`src/design/sbvs_pkg.sv`:
```
// Shared types and constants for the sparse bitmap value store.
// No dependencies.
package sbvs_pkg;
  localparam int unsigned NumSlots = 256;
  localparam int unsigned KeyW     = 8;
  localparam int unsigned CountW   = 9;
  localparam int unsigned DataW    = 64;

  localparam logic MODE_GET = 1'b0;
  localparam logic MODE_PUT = 1'b1;

  // Command broadcast from the controller to every slot cell.
  typedef enum logic [2:0] {
    CMD_NONE  = 3'b001,
    CMD_WRITE = 3'b010,
    CMD_SHIFT = 3'b100
  } cmd_e;

  typedef struct packed {
    cmd_e              cmd;
    logic [KeyW-1:0]   idx;
  } cell_ctrl_t;

  typedef struct packed {
    logic              mode;
    logic [KeyW-1:0]   key_byte;
    logic [DataW-1:0]  data_value;
  } req_t;

  typedef struct packed {
    logic [DataW-1:0]  read_value;
    logic              was_present;
    logic [CountW-1:0] key_count;
  } rsp_t;
endpackage

```
`src/design/sbvs_cell.sv`:
```
// One value slot of the chain: holds a value and passes it to the next cell.
// Depends on sbvs_pkg.
module sbvs_cell import sbvs_pkg::*; #(
  parameter int unsigned VW = 64,
  parameter int unsigned Index = 0
) (
  input  logic           clk_i,
  input  cell_ctrl_t     ctrl_i,
  input  logic [VW-1:0]  wdata_i,
  input  logic [VW-1:0]  prev_i,
  output logic [VW-1:0]  value_o
);
  logic [VW-1:0] value_q;

  // Shift takes the lower neighbor's value for cells above the insert point;
  // the cell at the insert point takes the new value.
  always_ff @(posedge clk_i) begin
    case (ctrl_i.cmd)
      CMD_WRITE: if (ctrl_i.idx == KeyW'(Index)) value_q <= wdata_i;
      CMD_SHIFT: begin
        if (KeyW'(Index) > ctrl_i.idx) value_q <= prev_i;
        else if (KeyW'(Index) == ctrl_i.idx) value_q <= wdata_i;
      end
      default: ;
    endcase
  end
  assign value_o = value_q;
endmodule

```
`config.mk`:
```
export PLATFORM = sky130hd
export DESIGN_NAME = sbvs_cell
export DESIGN_NICKNAME = d
export VERILOG_FILES = /design/src/design/sbvs_pkg.sv /design/src/design/sbvs_cell.sv
export SDC_FILE = /design/constraint.sdc
export NUM_CORES = 1
export LEC_CHECK = 0
export CORE_ASPECT_RATIO = 0.6
export CORE_MARGIN = 1.5
export CORE_UTILIZATION = 35
export CTS_BUF_LIST = sky130_fd_sc_hd__clkbuf_4 sky130_fd_sc_hd__clkbuf_8
export CTS_CLUSTER_SIZE = 20
export DETAILED_ROUTE_END_ITERATION = 10
export DONT_BUFFER_PORTS = 1
export HOLD_SLACK_MARGIN = 0.15
export SKIP_LAST_GASP = 1
export SLEW_MARGIN = 5
export SYNTH_ARGS = -nofsm -noshare
export SYNTH_HDL_FRONTEND = slang
export SYNTH_SLANG_ARGS = --single-unit
export TNS_END_PERCENT = 10
```
`constraint.sdc`:
```
create_clock -name clk_i -period 3.3 [get_ports clk_i]
set_input_delay 0.99 -clock clk_i [delete_from_list [all_inputs] [get_ports clk_i]]
set_output_delay 0.99 -clock clk_i [all_outputs]
set_load 0.005 [all_outputs]
```
==> metrics, run 1 <==
Mapped Nets=209; worst min path class=input pin to register; Yosys reg bits=64; DRT antenna net count=0; top cells by area, synth=edfxtp_1 (98%), and4_1 (0.45%), xor2_1 (0.45%); I/O pins=204; total grt overflow=0; Via-to-Cell Ratio=4.85; first-pass GRT wire length=4.03 mm; maxcap violations=0; slowest CP cell=and4_2; fin crit share=63.8%; Fill cells=444; Fin. Hold Viols=0; top-area cell type share of the netlist area=98.3%; Cells after DPL=137; hold_sp=wdata_i[46]; placed cell areas=0.00207 mm²; clk buf depth=2; Final Wtd Congestion=0.647; Starting Density=37.5%; total routed wirelength=3.09 mm; Area growth syn-to-layout=14.0%; endpoints failing setup=0; core box area=0.00520 mm²; hold-fix buffers at CTS=0; Clock Tree Root=clkbuf_8; Slew headroom=65.3%; CTS tree=built; GR Util met1=8.08%; met3 capacity usage during global routing=14.7%; drt first-iter violations=43; leading area contributor after synthesis=edfxtp_1; Max rail drop VDD=0.000253 V; sequential share of the synthesized area=98.3%; drt wl/cell=20.3 µm; crit path time final=2.11 ns; pwr dens=643 mW/mm²; initial antenna violation count=1; Inserted Diodes=0; fraction of layout cells with a size suffix above 1=20.9%; Die H=60.9 µm; grt peak-use layer=met3; Syn Std Cell Area=0.00195 mm²; DR vias=737; f_max=0.475 GHz; Row Count=20; WP buf/inv=1; GRT Overall Usage=10.5%; Arr. time, crit path=2.12 ns; Setup Buffers After CTS=0; status=finished, final reports clean; RSZ-0062 raised after global routing=false; Lkg Pwr=0.686 nW; IO Port Bufs=0; 1st-pass router iterations=4; Net count, final=222; synth warn=0; Slew @ Worst Pin=0.521 ns; Die X=99.5 µm; DRC Markers=0; CP Max Fanout=35; vias in the first global route=721; total CTS buffers=9; Setup TNS=0 ns; post-synthesis average cell area=28.3 µm²; critical path class=input pin to register; post-CTS sizing=0; Reg clk slew, reported paths=0.06 ns; Non-Filler Instances=152; CP delay by family, top=simple AND/OR/NAND/NOR gates; crit end category=register; worst path cell trace=nor4_1 -> and4_2 -> buf_12; CP max stage delay=0.61 ns; CP Launch Point=ctrl_i[1]; final instance area=0.00223 mm²; total clock sinks=64; Synth cell types=6; critical path launch point type=input pin; H-Tree Depth=3; Post-Synthesis Cells=69; pin count of the biggest net entering global routing=36; Final Max Slew Viols=0; met2 Usage GRT=14.1%; Critical Path RT=3.32 ns; Die Area=0.00606 mm²
## cell usage in the layout (no fill, tap or decap)
| cell | instances |
|---|---|
| nor4_1 | 1 |
| clkbuf_8 | 9 |
| and4_2 | 1 |
| nor3_1 | 1 |
| edfxtp_1 | 64 |
| clkbuf_4 | 2 |
| buf_4 | 1 |
| clkinv_2 | 3 |
| xor2_1 | 1 |
| nor2_1 | 1 |
| clkinvlp_4 | 1 |
| buf_12 | 1 |
## path summary, 6_finish.rpt
kind	end	slack [ns]	depth (start not counted)
max	register	1.19	3
min	register	0.76	0
## synthesized netlist by cell type (all sizes together)
cell type  number
and4            1
nor4            1
edfxtp         64
xor2            1
nor2            1
nor3            1
## power by group
| group | total, mW | switching, mW | internal (mW) | leakage (nW) |
|---|---|---|---|---|
| clock network | 0.534 | 0.254 | 0.280 | 0.0858 |
| logic | 0.00190 | 0.000803 | 0.00109 | 0.0247 |
| registers | 0.896 | 0.000493 | 0.896 | 0.575 |
## per-layer routing
layer,vias up,routed length (µm)
met5,-,0
met4,0,52
met1,334,1010
met3,5,712
li1,305,-
met2,93,1320
## logic make-up (layout without fill, tap and decap cells)
kind of cell	Yosys count	count (layout)	synth area share, %
buf+inv	0	17	0
xor+xnor	1	1	0.448
simple gates	4	4	1.22
flops	64	64	98.3
## cell type report
type | count | area [µm²] | share of cell area (%)
tap | 66 | 82.6 | 3.71
sequential | 64 | 1920 | 86.3
clock buffer | 11 | 139 | 6.24
timing repair buffer | 2 | 27.5 | 1.24
clock inverter | 4 | 22.5 | 1.01
multi-input combinational | 5 | 33.8 | 1.52
## metrics by stage
step	hold WS, ns	worst slack, ns	power [mW]	utilization [%]
after floorplan	1.09	0.0534	0.915	-
after global placement	1.09	0.854	0.915	39.7
after global routing	0.718	1.08	1.49	42.8
final	0.756	1.19	1.43	42.8
after CTS	0.729	1.18	1.46	42.8
after detailed placement	1.09	0.821	0.915	39.7
No activity file was read; power rests on OpenSTA's default activity.
==> run 2: changes to the inputs <==
Settings changed: ABC_AREA set to 1.
Clock period 3.3 ns to 2 ns, I/O delays scaled along.
==> metrics, run 2 <==
status=finished, final reports clean; IO Port Bufs=0 (unchanged); fin worst setup slack=0.645 ns (-0.550 ns); NetSw=0.482 mW (+89%); Row Count=21 (+5.0%); EDFF count, synth=64 (unchanged); hold_sp=wdata_i[28]; Synth Area in XOR/XNOR=0% (-0.45 points); pin count of the biggest net entering global routing=37 (+2.8%); Comb pwr share=0.3% (+0.2 points); Arr. time, crit path=0.76 ns (-1.36 ns); total clock sinks=64 (unchanged); DRT antenna net count=0 (unchanged); top cells by area, synth=edfxtp_1 (97%), inv_1 (1.1%), nand2_1 (0.94%); Slew @ Worst Pin=0.184 ns (-0.337 ns); post-synthesis average cell area=24.6 µm² (-13%); clk buf depth=2 (unchanged); Syn Std Cell Area=0.00199 mm² (+1.8%); Die H=61.4 µm (+0.85%); vias in the first global route=786 (+9.0%); first-pass GRT wire length=4.25 mm (+5.5%); initial antenna violation count=0 (-1); hold path depth=0 (unchanged); post-CTS sizing=0 (unchanged); DR vias=778 (+5.6%); Final Max Slew Viols=0 (unchanged); most common cell in the netlist=edfxtp_1; Clock Tree Root=clkbuf_8; Synth Area in Simple Gates=2.26% (+1.0 points); most frequent cells in the layout=edfxtp_1 (64), clkbuf_8 (9), nand2_1 (5); RSZ-0062 raised after global routing=false; Post-Synthesis Cells=81 (+17%); Clock Power Share=41.4% (+4.1 points); Slew headroom=87.7% (+22 points); Area growth syn-to-layout=16.5%; 1st-pass router iterations=4 (unchanged); H-Tree Depth=3 (unchanged); Fin. Hold Viols=0 (unchanged); Synth Area in Compound Gates=0% (unchanged); Setup Buffers After CTS=0 (unchanged); Tot Pwr=2.54 mW (+77%); Reg power frac=58.3% (-4.3 points); DRC Markers=0 (unchanged); switch share=19.0% (+1.2 points); Setup TNS=0 ns (unchanged); fraction of layout cells with a size suffix above 1=19.2% (-1.7 points); endpoints failing setup=0 (unchanged); drt first-iter violations=20 (-53%); Post-synth top cells=edfxtp_1 (64), inv_1 (6), nand2_1 (5); Fill cells=502 (+13%); total grt overflow=0 (unchanged); critical path launch point type=register; core box area=0.00552 mm² (+6.0%); GRT Overall Usage=10.9% (+0.37 points); f_max=0.738 GHz; synthesized-area fraction occupied by adder cells=0% (unchanged); drt wl/cell=18.7 µm (-7.8%); Starting Density=36.1% (-1.5 points); main combinational cell family by area after synthesis=simple AND/OR/NAND/NOR gates; Synth cell types=6 (unchanged); crit end category=output pin; critical path class=register to output pin; Mapped Nets=221 (+5.7%); Main synth FF type=edfxtp_1; Yosys reg bits=64 (unchanged); Via-to-Cell Ratio=4.63 (-4.5%); Critical Path RT=1.40 ns (-1.92 ns); Inserted Diodes=0 (unchanged); Max rail drop VDD=0.000408 V (+61%); Final Wtd Congestion=0.700 (+8.1%); pre-CTS setup slack=0.421 ns (-0.400 ns); crit path time final=1.36 ns; fraction of registers with async set or reset after synthesis=0% (unchanged); synth warn=0 (unchanged); CTS tree=built; leading area contributor after synthesis=edfxtp_1; pwr dens=1090 mW/mm² (+70%); Die Area=0.00616 mm² (+1.7%); Lkg Pwr=0.730 nW (+6.5%); total CTS buffers=9 (unchanged); mux contribution to synthesized area=0% (unchanged); fin crit share=67.8%; Layout Utilization=42.0% (-0.79 points); worst min path class=input pin to register; top-area cell type share of the netlist area=96.6% (-1.7 points); commonest non-fill, non-tap cell in the layout=edfxtp_1; Die X=100 µm (+0.86%); I/O pins=204 (unchanged); total routed wirelength=3.15 mm (+1.9%); hold-fix buffers at CTS=0 (unchanged); cell internal pwr=2.05 mW (+75%); Reg clk slew, reported paths=0.07 ns (about the same); CP Max Fanout=1 (-97%); sequential share of the synthesized area=96.6% (-1.7 points); Net count, final=234 (+5.4%); maxcap violations=0 (unchanged)
==> run 2: kinds of logic after synthesis <==
group / count (synthesis)
AND/OR/NAND/NOR: 11
buffers and inverters: 6
flip-flops: 64
==> run 2: worst max-delay path by stage <==
stage / slack (ns) / endpoint / depth (start not counted)
finish: 0.64 / value_o[45] / 0
global route: 0.60 / value_o[45] / 0
CTS: 0.61 / value_o[45] / 0
detailed placement: 0.42 / register / 6
global placement: 0.47 / register / 6
floorplan: -0.20 / register / 3
==> run 2: layout make-up <==
| type | instances | area (µm²) | area share, % |
|---|---|---|---|
| clock buffer | 9 | 124 | 5.35 |
| clock inverter | 7 | 70.1 | 3.02 |
| inverter | 6 | 22.5 | 0.972 |
| multi-input combinational | 11 | 52.6 | 2.27 |
| sequential | 64 | 1920 | 82.9 |
| tap | 69 | 86.3 | 3.73 |
| timing repair buffer | 2 | 40.0 | 1.73 |
==> run 2: stage by stage <==
stage / instances / instance area (µm²) / hold slack (ns)
after floorplan: 81 / 2000 / 0.699
after global placement: 152 / 2120 / 0.699
after detailed placement: 152 / 2120 / 0.699
after CTS: 168 / 2320 / 0.331
after global routing: 168 / 2320 / 0.326
final: 168 / 2320 / 0.359
==> run 2: layer usage <==
| metal | wire, µm | part of all wire [%] | track usage, % | up-vias |
|---|---|---|---|---|
| met3 | 684 | 22 | 12.7 | 9 |
| met2 | 1460 | 46 | 15.9 | 90 |
| met4 | 83 | 2.6 | 8.45 | 0 |
| met5 | 0 | 0 | 0 | - |
| li1 | - | - | - | 332 |
| met1 | 920 | 29 | 7.72 | 347 |
==> run 2: power groups by stage <==
stage | Sequential (mW) | Combinational, mW | Clock (mW)
2_1_floorplan | 1.51 | 0.00714 | 0
3_3_place_gp | 1.51 | 0.00776 | 0
3_5_place_dp | 1.51 | 0.00819 | 0
4_1_cts | 1.48 | 0.00818 | 1.09
5_1_grt | 1.48 | 0.0104 | 1.15
6_report | 1.48 | 0.00808 | 1.05
